<file path="src/hdl/tdd_pkg.sv">
// Shared types, constants and helpers for the track distance decimator.
`default_nettype none

package tdd_pkg;

	localparam int ID_COUNT_DEF = 4096;
	localparam int ID_W         = 12;
	localparam int POS_W        = 32;
	localparam int SEG_W        = 31;
	localparam int PATH_W       = 12;
	localparam int CNT_W        = 13;
	localparam int KIND_W       = 2;
	localparam int S_TDATA_W    = 112;
	localparam int M_TDATA_W    = 120;
	localparam int M_TUSER_W    = 3;
	localparam int DATA_W       = PATH_W + 3 * POS_W;
	localparam int SQ_W         = 2 * POS_W;
	localparam int ACC_W        = SQ_W + 2;

	localparam logic CMD_SAMPLE = 1'b0;
	localparam logic CMD_DEATH  = 1'b1;

	typedef enum logic [KIND_W-1:0] {
		VK_SPAWN = 2'd0,
		VK_STEP  = 2'd1,
		VK_DEATH = 2'd2
	} vkind_t;

	typedef enum logic [2:0] {
		ST_CLEAR,
		ST_IDLE,
		ST_LOOK,
		ST_SQX,
		ST_SQY,
		ST_SQZ,
		ST_SQM,
		ST_CMP
	} state_t;

	typedef enum logic [1:0] {
		MS_DX,
		MS_DY,
		MS_DZ,
		MS_SEG
	} mul_sel_t;

	typedef enum logic [1:0] {
		ACC_HOLD,
		ACC_LOAD,
		ACC_ADD
	} acc_op_t;

	typedef struct packed {
		logic     in_load;
		logic     rd_en;
		logic     diff_load;
		logic     mul_en;
		mul_sel_t mul_sel;
		acc_op_t  acc_op;
		logic     clr_en;
		logic     out_load;
		logic     out_echo;
		logic     out_emit;
		vkind_t   out_kind;
		logic     out_closed;
		logic     path_new;
		logic     data_we;
		logic     flag_we;
		logic     flag_closed;
	} dp_ctl_t;

	typedef struct packed {
		logic cmd;
		logic in_range;
		logic seen;
		logic closed;
		logic seg_zero;
		logic pos_same;
		logic far;
		logic out_free;
		logic clr_last;
	} dp_sts_t;

	function automatic logic [POS_W-1:0] absdiff(input logic [POS_W-1:0] a,
		input logic [POS_W-1:0] b);
		logic signed [POS_W:0] d;
		logic signed [POS_W:0] m;
		d = $signed({a[POS_W-1], a}) - $signed({b[POS_W-1], b});
		m = -d;
		return d[POS_W] ? m[POS_W-1:0] : d[POS_W-1:0];
	endfunction

endpackage

`default_nettype wire

</file>
<file path="src/hdl/tdd_ctrl.sv">
// Controller: sequences table clearing, lookup, distance steps and write-back.
`default_nettype none

module tdd_ctrl
	import tdd_pkg::*;
(
	input  wire logic    clk,
	input  wire logic    arst_n,
	input  wire logic    s_tvalid,
	output logic         s_tready,
	input  wire dp_sts_t sts,
	output dp_ctl_t      ctl
);

	state_t state_q, state_d;

	always_ff @(posedge clk or negedge arst_n) begin
		if (!arst_n) begin
			state_q <= ST_CLEAR;
		end else begin
			state_q <= state_d;
		end
	end

	always_comb begin
		state_d      = state_q;
		ctl          = '0;
		ctl.mul_sel  = MS_DX;
		ctl.acc_op   = ACC_HOLD;
		ctl.out_kind = VK_SPAWN;
		s_tready     = 1'b0;
		unique case (state_q)
			ST_CLEAR: begin
				ctl.clr_en = 1'b1;
				if (sts.clr_last) begin
					state_d = ST_IDLE;
				end
			end
			ST_IDLE: begin
				s_tready    = 1'b1;
				ctl.in_load = s_tvalid;
				ctl.rd_en   = s_tvalid;
				if (s_tvalid) begin
					state_d = ST_LOOK;
				end
			end
			ST_LOOK: begin
				ctl.diff_load = 1'b1;
				if (sts.in_range && sts.cmd == CMD_SAMPLE && sts.seen && !sts.closed &&
						!sts.seg_zero) begin
					state_d = ST_SQX;
				end else if (sts.out_free) begin
					ctl.out_load = 1'b1;
					state_d      = ST_IDLE;
					if (sts.in_range) begin
						if (sts.cmd == CMD_SAMPLE) begin
							ctl.out_echo = 1'b1;
							if (!sts.seen) begin
								ctl.out_emit = 1'b1;
								ctl.path_new = 1'b1;
								ctl.data_we  = 1'b1;
								ctl.flag_we  = 1'b1;
							end
						end else if (sts.seen) begin
							ctl.out_echo = 1'b1;
							if (!sts.closed) begin
								ctl.out_emit    = !sts.pos_same;
								ctl.out_kind    = sts.pos_same ? VK_SPAWN : VK_DEATH;
								ctl.out_closed  = 1'b1;
								ctl.flag_we     = 1'b1;
								ctl.flag_closed = 1'b1;
							end
						end
					end
				end
			end
			ST_SQX: begin
				ctl.mul_en  = 1'b1;
				ctl.mul_sel = MS_DX;
				state_d     = ST_SQY;
			end
			ST_SQY: begin
				ctl.mul_en  = 1'b1;
				ctl.mul_sel = MS_DY;
				ctl.acc_op  = ACC_LOAD;
				state_d     = ST_SQZ;
			end
			ST_SQZ: begin
				ctl.mul_en  = 1'b1;
				ctl.mul_sel = MS_DZ;
				ctl.acc_op  = ACC_ADD;
				state_d     = ST_SQM;
			end
			ST_SQM: begin
				ctl.mul_en  = 1'b1;
				ctl.mul_sel = MS_SEG;
				ctl.acc_op  = ACC_ADD;
				state_d     = ST_CMP;
			end
			ST_CMP: begin
				if (sts.out_free) begin
					ctl.out_load = 1'b1;
					ctl.out_echo = 1'b1;
					state_d      = ST_IDLE;
					if (sts.far) begin
						ctl.out_emit = 1'b1;
						ctl.out_kind = VK_STEP;
						ctl.data_we  = 1'b1;
					end
				end
			end
			default: begin
				state_d = ST_IDLE;
			end
		endcase
	end

endmodule

`default_nettype wire

</file>
<file path="config.mk">
export PLATFORM = sky130hd
export DESIGN_NAME = tdd_ctrl
export DESIGN_NICKNAME = d
export VERILOG_FILES = /design/src/hdl/tdd_pkg.sv /design/src/hdl/tdd_ctrl.sv
export SDC_FILE = /design/constraint.sdc
export NUM_CORES = 1
export LEC_CHECK = 0
export ABC_AREA = 1
export BUFFER_PORTS_ARGS = -buffer_cell sky130_fd_sc_hd__buf_2
export CORE_AREA = 2 2 39 41
export DETAILED_ROUTE_END_ITERATION = 16
export DIE_AREA = 0 0 41 43
export GPL_TIMING_DRIVEN = 0
export PLACE_DENSITY = 0.69
export SLEW_MARGIN = 20
export SYNTH_ARGS = -nofsm -noshare
export SYNTH_HDL_FRONTEND = slang
export SYNTH_SLANG_ARGS = --single-unit
</file>
<file path="constraint.sdc">
create_clock -name clk -period 1.6 [get_ports clk]
set_clock_uncertainty 0.15 [all_clocks]
set_input_delay 0.32 -clock clk [delete_from_list [all_inputs] [get_ports clk]]
set_output_delay 0.32 -clock clk [all_outputs]
set_load 0.05 [all_outputs]
</file>
# Word-level counts from Yosys, hierarchy flattened
# Cells that the tools add are included.
[totals] register_bits=3
[op_classes] n_bitwise=1 muxes=34 reduce_logical=10 eq_ne=9
[ops] operator="case mux 3 bit (8 select lines)" n=1
[ops] operator="two-way mux 3 bit" n=7
[ops] operator="two-way mux 10 bit" n=2
[ops] operator="two-way mux 2 bit" n=8
[ops] operator="== test 3 bit, second input constant" n=4
[ops] operator="case mux 3 bit (4 select lines)" n=1
[ops] operator="two-way mux 5 bit" n=2
[ops] operator="case mux 5 bit (2 select lines)" n=1
[ops] operator="two-way mux 9 bit" n=1
[ops] operator="two-way mux 1 bit" n=8
[ops] operator="== test 3 x 2 -> 1 bit, second input constant" n=2
[ops] operator="logical AND 1 bit" n=4
[ops] operator="two-way mux 4 bit" n=1
[ops] operator="!= test 2 bit, second input constant" n=2
[ops] operator="case mux 2 bit (2 select lines)" n=1
[ops] operator="== test 3 x 1 -> 1 bit, second input constant" n=1
[ops] operator="logical NOT 1 bit" n=3
[ops] operator="logical NOT 3 bit" n=1
[ops] operator="case mux 1 bit (2 select lines)" n=1
[ops] operator="AND reduction 2 bit" n=1
[ops] operator="OR reduction 2 bit" n=1
[ops] operator="NOT 1 bit" n=1

# Longest topological paths before layout
[logic_depth] word_depth=8 depth_mapped=9 ltp_nobuf=8

# Worst setup path after synthesis
# No wires, ideal clock.
[synth_path] kind="register to output" startpoint="register state_q[1]" endpoint="output ctl[18] in the netlist's numbering" setup_slack_ps=-1432 path_buffers=2 arrival_ps=2562 stages_incl_launch_ff=4 cell_sequence="dfrtp_1 -> buf_4 -> nor4_1 -> buf_4"
[synth_rtl] item="start: declaration" line_no="tdd_ctrl.sv:15" rtl="state_t state_q, state_d;"
[synth_rtl] item="start signal: assignment" line_no="tdd_ctrl.sv:21" rtl="state_q <= state_d;"
[synth_rtl] item="end: declaration" line_no="tdd_ctrl.sv:12" rtl="output dp_ctl_t ctl"

==> run_results.csv <==
group,metric,value,unit
floorplan,dieArea,1763,sq um
global_routing,grt_pass1_wl,3132,microns
final_layout,drive_gt1_frac,0.6978,
logic_synthesis,synth_top_cells_by_area,"dfrtp_1 15%, nand2_1 13%, inv_1 11%",
final_layout,finalNetCount,152,
drt,wl,2108,microns
logic_synthesis,synth_nets,90,
floorplan,rows,14,
floorplan,core_area,1384,sq um
sta,tightest_slew,0.3541,ns
sta,hold_viol_final,0,
final_layout,antennaDiodeCount,0,
setup_path,critPathBufInv,5,
sta,slew_headroom,0.7624,
sta,period_minus_slack,1.956,ns
power_and_ir_drop,leakage,0.0006155,uW
clocking,cts_tree,"yes",
setup_path,arrival,1.49,ns
logic_synthesis,yosysTopAreaCell,"dfrtp_1",
setup_path,r2r_end,"state_q[0]",
drt,ant_nets,0,
drt,routedWlPerCell,13.60,microns
final_layout,num-fill-cells,76,
setup_path,ff2ff_setup_slack,-0.12,ns
job,drv_cap,0,
sta,finalSetupViolCount,22,
drt,drtPass1Iterations,4,
floorplan,start_util,0.3517,
clocking,insertion_delay,0.24,ns
setup_path,path_cells,"buf_6 -> clkinv_4 -> nand3_4 -> nor2_4 -> inv_2 -> nor2_4 -> nand2_4 -> clkinvlp_4 -> buf_8",
global_routing,grt_usage,0.2603,
setup_path,worstSetupStartpointType,"register",
setup_path,required,1.13,ns
sta,rsz0062_at_grt,"yes",
drt,drtIter0Drc,18,
logic_synthesis,ys_seq_elements,3,
setup_path,worst_path_max_delay_cell,"dfrtp_1",
hold_path,holdCritPathClass,"primary input to asynchronous set/reset pin",
final_layout,largestRegisters,"state_q: 3 flops",
drt,drcViolationCount,0,
placed_design,gp_congestion,0.8133,
outcome,violations,"setup timing",
logic_synthesis,syn_area,486.7,sq um
clocking,numCtsBuffers,3,
sta,slew_viol_final,0,
final_layout,largest_register_ffs,3,
setup_path,reg2reg_from,"state_q[1]",
sta,max_freq,0.5113,GHz
final_layout,area_growth,142.9,%
clocking,clk_pin_slew,0.04,ns
setup_path,crit_family,"buffers and inverters",
placed_design,io_buffers,31,
sta,fin_ws,-0.3558,ns
final_layout,fin_area,1182,sq um
clocking,h-tree-depth,1,
setup_path,path_common_cell,"nor2_4",
placed_design,dp_slack,-0.2957,ns
setup_path,crit_path_max_fanout,4,
global_routing,grt_start_max_net_pins,8,
drt,routed-via-count,736,
global_routing,antenna_found_initial,0,
sta,finalCritPeriodShare,1.222,
power_and_ir_drop,cellPowerDensity,2111,nW/um^2
placed_design,placed_area,748.2,sq um
setup_path,criticalPathCategory,"register to output pin",
power_and_ir_drop,irDropWorstVdd,1161,uV
floorplan,io_pins,32,
logic_synthesis,ys_seq_area_frac,0.1542,
final_layout,regMostFlops,"state_q",
logic_synthesis,synth_cell_types,23,
logic_synthesis,syn_area_per_cell,6.240,sq um
logic_synthesis,synth_top_area_frac,0.1542,
setup_path,reg2regPathDepth,12,
setup_path,cpPeakStageDelay,0.36,ns
clocking,clockBufferDepth,2,
outcome,status,"finished, violations left",
global_routing,overflow,0,
setup_path,worstSetupEndpointType,"output pin",
floorplan,fp.dieW,41,microns
drt,vias_per_cell,4.748,
clocking,cts_sinks,3,
clocking,clockRootBuffer,"clkbuf_4",
global_routing,grt_pass1_vias,740,
sta,hold_ws,0.2608,ns
logic_synthesis,netlist_instances,78,
logic_synthesis,yosys_warnings,0,
floorplan,die_h,43,microns
placed_design,place_hpwl,990,microns
-- through the flow --
| stage | instances | power, uW | util | setup TNS [ns] |
|---|---|---|---|---|
| after floorplan | 78 | 1297 | - | -2.326 |
| after global placement | 125 | 1508 | 0.5407 | -1.707 |
| after detailed placement | 125 | 1525 | 0.5407 | -1.917 |
| after CTS | 149 | 2305 | 0.8065 | -4.412 |
| after global routing | 155 | 2621 | 0.8544 | -6.775 |
| final | 155 | 2496 | 0.8544 | -5.421 |
-- routing by layer --
metal / up-vias / routed length (microns) / GRT usage
li1: 354 / - / -
met1: 340 / 773 / 0.2843
met4: 0 / 95 / 0.1600
met5: - / 0 / 0
met3: 12 / 84 / 0.07853
met2: 30 / 1154 / 0.4125
-- worst max path at each step --
stage	from	to	slack (ns)	depth (start not counted)
2_1_floorplan	state_q[0]	ctl[6]	-0.35	7
3_3_place_gp	state_q[0]	ctl[6]	-0.27	8
3_5_place_dp	state_q[0]	ctl[7]	-0.30	8
4_1_cts	state_q[2]	ctl[6]	-0.33	9
5_1_grt	state_q[2]	ctl[6]	-0.44	9
6_report	state_q[2]	ctl[6]	-0.36	9
-- layout by cell type (no fill, tap or decap), types with 2 or more instances in the layout --
| cell type | count |
|---|---|
| nand3_1 | 4 |
| nand2_2 | 5 |
| inv_4 | 4 |
| buf_2 | 12 |
| buf_6 | 17 |
| nand3_4 | 2 |
| inv_1 | 11 |
| nand2_1 | 11 |
| nor2_4 | 7 |
| buf_4 | 22 |
| nor2_1 | 6 |
| clkbuf_4 | 3 |
| dfrtp_1 | 2 |
| inv_2 | 2 |
| nand2_4 | 4 |
| buf_8 | 10 |
-- logic make-up (layout without fill, tap and decap cells) --
| group | count (synthesis) | in the layout | share of synthesized area |
|---|---|---|---|
| AO/OA/AOI/OAI | 7 | 7 | 0.07970 |
| XOR/XNOR | 1 | 1 | 0.01800 |
| buffers and inverters | 24 | 85 | 0.2468 |
| flip-flops | 3 | 3 | 0.1542 |
| AND/OR/NAND/NOR | 43 | 43 | 0.5013 |
-- report_power, final --
part | leakage, uW | switching [uW] | internal, uW
logic | 0.000567 | 1280 | 934
clock network | 0.0000150 | 42.1 | 93.6
registers | 0.0000332 | 30.0 | 118
-- what timing repair did --
action | in CTS | in global routing
endpoints found under the setup margin | 20 | 21
setup buffers | 19 | 6
pin swaps | 11 | 6
gates cloned | 0 | 0
hold buffers | 1 | 0
resized for setup | 59 | 6
hold endpoints to repair | 3 | 0
-- Yosys cell counts --
master and n:
a21oi_1 1, inv_2 3, o22ai_1 1, o21a_1 1, nor3_4 1, nand2_1 17, xor2_1 1, o21ai_1 2
nand3_1 4, nor2_2 1, inv_1 14, clkinv_4 1, inv_4 1, nand2_2 3, buf_4 4, nor4_1 1
o21ai_0 2, nor2_4 3, dfrtp_1 3, buf_6 1, nand3_4 2, nand4_1 1, nor2_1 10
-- area by class of cell --
class,count,area (sq um),share of cell area
Buffer,5,48.80,0.04127
Clock buffer,4,26.28,0.02222
Inverter,19,90.09,0.07619
Multi-Input combinational cell,51,392.9,0.3323
Sequential cell,3,76.32,0.06455
Tap cell,16,20.02,0.01693
Timing Repair Buffer,57,528.0,0.4466
-- worst reg2reg max path, delay by kind of cell, from the launching register on --
family | cells | cell delay (ns)
DFF | 1 | 0.33
and+or+nand+nor | 6 | 0.50
buffers and inverters | 6 | 0.62
Power figures use the tool's default switching activity.
